`src/rtl/conv2d_valid_window_assert.svh`:
```
// Assertion macros shared by the conv2d_valid_window RTL
`ifndef CONV2D_VALID_WINDOW_ASSERT_SVH
`define CONV2D_VALID_WINDOW_ASSERT_SVH

// same-cycle implication, disabled in reset
`define C2DV_ASSERT_IMP(name, clk, rst_n, ante, cons) \
  name: assert property (@(posedge clk) disable iff (!rst_n) (ante) |-> (cons)) \
    else $error("conv2d_valid_window: assertion failed");

// next-cycle implication, disabled in reset
`define C2DV_ASSERT_NXT(name, clk, rst_n, ante, cons) \
  name: assert property (@(posedge clk) disable iff (!rst_n) (ante) |=> (cons)) \
    else $error("conv2d_valid_window: assertion failed");

`endif

```
`src/rtl/c2dv_pkg.sv`:
```
// Shared types and constants of the 2D valid-window correlator
`timescale 1ns / 1ps
`default_nettype none

package c2dv_pkg;

  localparam int IMG_W       = 9;
  localparam int KDIM_W      = 3;
  localparam int COEF_W      = 16;
  localparam int COEF_IDX_W  = 5;
  localparam int CONV_W      = 36;
  localparam int COORD_W     = 8;
  localparam int CFG_IDX_W   = 2;
  localparam int CFG_DATA_W  = 9;
  localparam int OUT_TDATA_W = ((CONV_W + 2 * COORD_W + 7) / 8) * 8;

  localparam logic [IMG_W-1:0]  IMG_COLS_RST = IMG_W'(28);
  localparam logic [IMG_W-1:0]  IMG_ROWS_RST = IMG_W'(28);
  localparam logic [KDIM_W-1:0] KDIM_RST     = KDIM_W'(3);

  typedef enum logic {
    CMD_COEF   = 1'b0,
    CMD_SAMPLE = 1'b1
  } cmd_e;

  typedef enum logic [CFG_IDX_W-1:0] {
    CFG_IMAGE_COLS  = 2'd0,
    CFG_IMAGE_ROWS  = 2'd1,
    CFG_KERNEL_ROWS = 2'd2,
    CFG_KERNEL_COLS = 2'd3
  } cfg_reg_e;

  typedef struct packed {
    logic shift;
    logic prod;
    logic sum;
  } cell_ctrl_t;

  typedef struct packed {
    logic               frame_last;
    logic [COORD_W-1:0] out_col;
    logic [COORD_W-1:0] out_row;
  } res_meta_t;

endpackage

`default_nettype wire

```
`src/rtl/c2dv_cell.sv`:
```
// One window column cell: column register, row products and column sum
`timescale 1ns / 1ps
`default_nettype none

module c2dv_cell
  import c2dv_pkg::*;
#(
  parameter int MAX_KERNEL  = 5,
  parameter int SAMPLE_BITS = 16
) (
  input  logic                                          clk_i,
  input  cell_ctrl_t                                    ctrl_i,
  input  logic [MAX_KERNEL-1:0][SAMPLE_BITS-1:0]        col_i,
  input  logic [MAX_KERNEL-1:0][COEF_W-1:0]             coef_i,
  input  logic [MAX_KERNEL-1:0]                         row_en_i,
  output logic [MAX_KERNEL-1:0][SAMPLE_BITS-1:0]        col_o,
  output logic signed [SAMPLE_BITS+COEF_W+$clog2(MAX_KERNEL)-1:0] sum_o
);

  localparam int PROD_W = SAMPLE_BITS + COEF_W;
  localparam int SUM_W  = PROD_W + $clog2(MAX_KERNEL);

  logic [MAX_KERNEL-1:0][SAMPLE_BITS-1:0] col_q;
  logic signed [PROD_W-1:0]               prod_d [MAX_KERNEL];
  logic signed [PROD_W-1:0]               prod_q [MAX_KERNEL];
  logic signed [SUM_W-1:0]                sum_d;
  logic signed [SUM_W-1:0]                sum_q;

  always_comb begin
    for (int r = 0; r < MAX_KERNEL; r++) begin
      prod_d[r] = $signed(col_q[r]) * $signed(coef_i[r]);
      if (!row_en_i[r]) begin
        prod_d[r] = '0;
      end
    end
  end

  always_comb begin
    sum_d = '0;
    for (int r = 0; r < MAX_KERNEL; r++) begin
      sum_d = sum_d + SUM_W'(prod_q[r]);
    end
  end

  always_ff @(posedge clk_i) begin
    if (ctrl_i.shift) begin
      col_q <= col_i;
    end
    if (ctrl_i.prod) begin
      for (int r = 0; r < MAX_KERNEL; r++) begin
        prod_q[r] <= prod_d[r];
      end
    end
    if (ctrl_i.sum) begin
      sum_q <= sum_d;
    end
  end

  assign col_o = col_q;
  assign sum_o = sum_q;

endmodule

`default_nettype wire

```
`config.mk`:
```
export PLATFORM = sky130hd
export DESIGN_NAME = c2dv_cell
export DESIGN_NICKNAME = d
export VERILOG_FILES = /design/src/rtl/conv2d_valid_window_assert.svh /design/src/rtl/c2dv_pkg.sv /design/src/rtl/c2dv_cell.sv
export SDC_FILE = /design/constraint.sdc
export NUM_CORES = 2
export LEC_CHECK = 0
export BUFFER_PORTS_ARGS = -buffer_cell sky130_fd_sc_hd__buf_2
export CAP_MARGIN = 0
export CORE_UTILIZATION = 50
export DETAILED_ROUTE_END_ITERATION = 16
export MAX_ROUTING_LAYER = met4
export PLACE_DENSITY = 0.75
export SYNTH_ARGS = -nofsm -noshare
export SYNTH_HDL_FRONTEND = slang
export SYNTH_SLANG_ARGS = --single-unit
```
`constraint.sdc`:
```
create_clock -name clk_i -period 16.6 [get_ports clk_i]
set_input_delay 2.49 -clock clk_i [delete_from_list [all_inputs] [get_ports clk_i]]
set_output_delay 2.49 -clock clk_i [all_outputs]
set_load 0.005 [all_outputs]
```
==> impl.org <==
** Run
- Across the run, the number of max-cap violations was 0.

** Floorplanning
- Initial core utilization :: 0.505
- Die width :: 353 µm
- Core ar. :: 0.122 mm²
- The initialized floorplan defines 128 standard-cell rows.
- Number of top-level pins :: 284
- The die covers 0.125 mm².
- The die is 353 µm tall.

** Routing
- Number of detailed-route iterations in the first pass :: 6
- Across all layers, the routed design uses 42800 vias.
- In the final routing, the length of wire on met1 measures 60.9 mm.
- In the detailed route, the total length drawn on met2 is 74.6 mm.
- In the routed layout, each cell is associated on average with a via count of 5.34.
- The highest layer touched by signal routing is met4.
- Wires add up to 151 mm.
- First-iteration detailed-routing DRC count :: 2857
- Met3 Wirelength :: 11.1 mm
- Antenna Nets Post-Route :: 0
- Final routed wire length divided by cell count :: 18.9 µm
- For this run, design rule violations remaining after detail routing come to 0.

** CTS
- Clock transition time at the flip-flop clock pins of the worst setup and hold paths :: 0.06 ns
- The number of gates resized after CTS was 0.
- Buffer levels on the longest clock path :: 3
- At the later pin of the worst-skew pair, clock insertion delay measures 0.61 ns.
- Clock buffers created by TritonCTS :: 39
- In this run the clock root is driven by a clkbuf_16.
- Number of clock sinks :: 275
- Number of buffers added to fix hold violations after cts :: 0
- H-tree levels :: 2
- TritonCTS built the clock tree.
- Post-CTS Setup Bufs :: 0

** Finish
- In the layout the commonest cells are inv_1 (1460), fa_1 (1408), nand2_1 (677).
- The final layout contains 8371 nets.
- Relative to the synthesized area, the layout overhead comes to 6.62%.
- Layout cells sized above 1 :: 0.0568
- Once layout is complete, the utilization of the core stands at 0.539.
- Most common cell after layout, fill and taps aside :: inv_1
- Final design area excluding fillers :: 0.0658 mm²

** Logic synthesis
- Count of flip-flops with a built-in enable after synthesis :: 275
- Mean Syn Cell Area :: 9.94 µm²
- Netlist Area Pre-Place :: 0.0618 mm²
- After synthesis the netlist holds a flip-flop and latch count of 275.
- Number of nets produced by synthesis :: 8233
- After synthesis, the netlist uses 75 different library cells.
- Cell count after synthesis :: 6211
- Yosys synthesis warning count :: 0
- Proportion of register bits with asynchronous set or reset after synthesis :: 0
- For this run, the leading register cell type out of synthesis is edfxtp_1.
- The share of the Yosys chip area taken by registers is 0.134.

** Timing
- Setup violations remaining at the end of the flow were counted as 0.
- The number of max-slew violations in the final report was 0.
- Setup repair after global routing left no endpoint under its margin.
- At the pin with the least slew margin, the transition time is 0.995 ns.
- After routing, the total negative slack on setup checks comes to 0 ns.
- Static timing analysis puts the maximum clock frequency at 119 MHz.
- The hold violation count in the final report is 0.
- Across the routed clock network, the largest skew measured is 0.0334 ns.
- Period minus WS final :: 8.40 ns
- Worst slew margin :: 0.337
- In the finished design, the share of the clock period the worst path needs comes to 0.506.

** GRT
- The first global-routing pass estimated 247 mm of wire.
- Entering global routing, the biggest net connects 107 pins.
- Via count of the first global-routing pass :: 46600
- The total overflow left after global routing is 0.
- For this run, the total global-route usage over all layers was measured as 0.260.
- The initial antenna violation count was 12.

** Placement
- The count of buffers added on input and output ports is 283.
- Dpl hpwl :: 123 mm
- Final weighted congestion of routability-driven global placement :: 0.959
- Once placement finished, the instance area stood at 0.0645 mm².

** Setup path
- Cell with the largest stage delay on the worst path :: fa_1
- Worst-path maximum fanout :: 16
- CP Cell Sequence :: buf_2 -> nand2_1 -> inv_1 -> fa_1 -> fa_1 -> fa_1 -> fa_1 -> fa_1 -> inv_1 -> fa_1 -> inv_1 -> ha_1 -> a21o_1 -> a21o_1 -> a21oi_1 -> nand2_1 -> a311oi_1 -> o311ai_0 -> a211oi_1 -> nor3b_1
- The worst setup path is captured at a flip-flop.
- Most common cell on crit path :: fa_1
- The critical path is of the input port to flip-flop type.
- Worst Path Arrival :: 8.72 ns
- Data required time at the worst endpoint :: 16.91 ns
- Kind of launch point of the worst setup path :: input port
- The largest single stage delay on the critical path is 0.92 ns.

** Worst hold path
- The path class of the tightest hold or removal check is flip-flop to flip-flop.

** Status
- Result of the run :: completed
==> synth_stat cells (all sizes together) (27+ instances only) <==
cell type / number / area, µm²
xnor2: 120 / 1050
xor2: 41 / 359
clkbuf: 185 / 697
a21o: 50 / 375
o21ai: 99 / 499
nor3: 45 / 225
a21oi: 117 / 586
edfxtp: 275 / 8260
a211oi: 31 / 233
nand2: 677 / 2540
nand3: 42 / 210
fa: 1408 / 28200
o21a: 30 / 225
nor2: 198 / 743
a31oi: 27 / 175
inv: 1460 / 5480
and2: 662 / 4140
ha: 445 / 5570
and3: 34 / 213
nand2b: 45 / 282
==> state kept, by name (all words and copies together), names as in the netlist <==
register / cells
col_o: 80
prod_q: 160
sum_o: 35
==> critical path, delay by kind of cell <==
family,cells,cell delay (ns)
AND/OR/NAND/NOR,3,0.31
AO/OA/AOI/OAI,6,1.53
buffers and inverters,4,0.53
adder cells (fa/ha/maj),7,3.84
==> cell type report <==
class / instances / area, µm²
well taps: 1625 / 2030
diodes: 7 / 17.5
repair buffers: 286 / 1450
multi-input cells: 4285 / 47300
flip-flops and latches: 275 / 8260
clock buffers: 45 / 1040
clock inverters: 24 / 260
fillers: 10700 / 56400
inverters: 1462 / 5490
==> metrics by stage <==
stage | cells | hold slack (ns) | worst slack [ns]
finish | 8009 | 0.585 | 8.20
global route | 8008 | 0.586 | 7.86
CTS | 8002 | 0.577 | 8.31
detailed placement | 7933 | 0.564 | 7.66
global placement | 7933 | 0.545 | 7.75
floorplan | 6211 | 0.526 | 8.18
==> per-layer routing <==
layer,track usage,vias up
met1,0.333,22000
met2,0.427,1469
met5,-,-
met4,0.0747,0
li1,-,19000
met3,0.0405,291
==> path summary, 6_finish.rpt <==
check,cells after the start,slack [ns],to,startpoint
max,20,8.20,prod_q[0][95],coef_i[33]
min,1,0.58,sum_o[0],prod_q[0][128]
max reg2reg,20,9.54,prod_q[0][94],col_o[41]
min reg2reg,1,0.58,sum_o[0],prod_q[0][128]
==> cells by family after synthesis <==
| kind of cell | count (synthesis) | share of synthesized area |
|---|---|---|
| simple gates | 1802 | 0.147 |
| xor+xnor | 161 | 0.0228 |
| flops | 275 | 0.134 |
| mux | 9 | 0.00148 |
| compound gates | 460 | 0.0483 |
| buf+inv | 1651 | 0.100 |
| fa+ha+maj | 1853 | 0.547 |
Power is not shown: default switching activity piles up to over one toggle a cycle in this logic, so the estimate is an artifact.
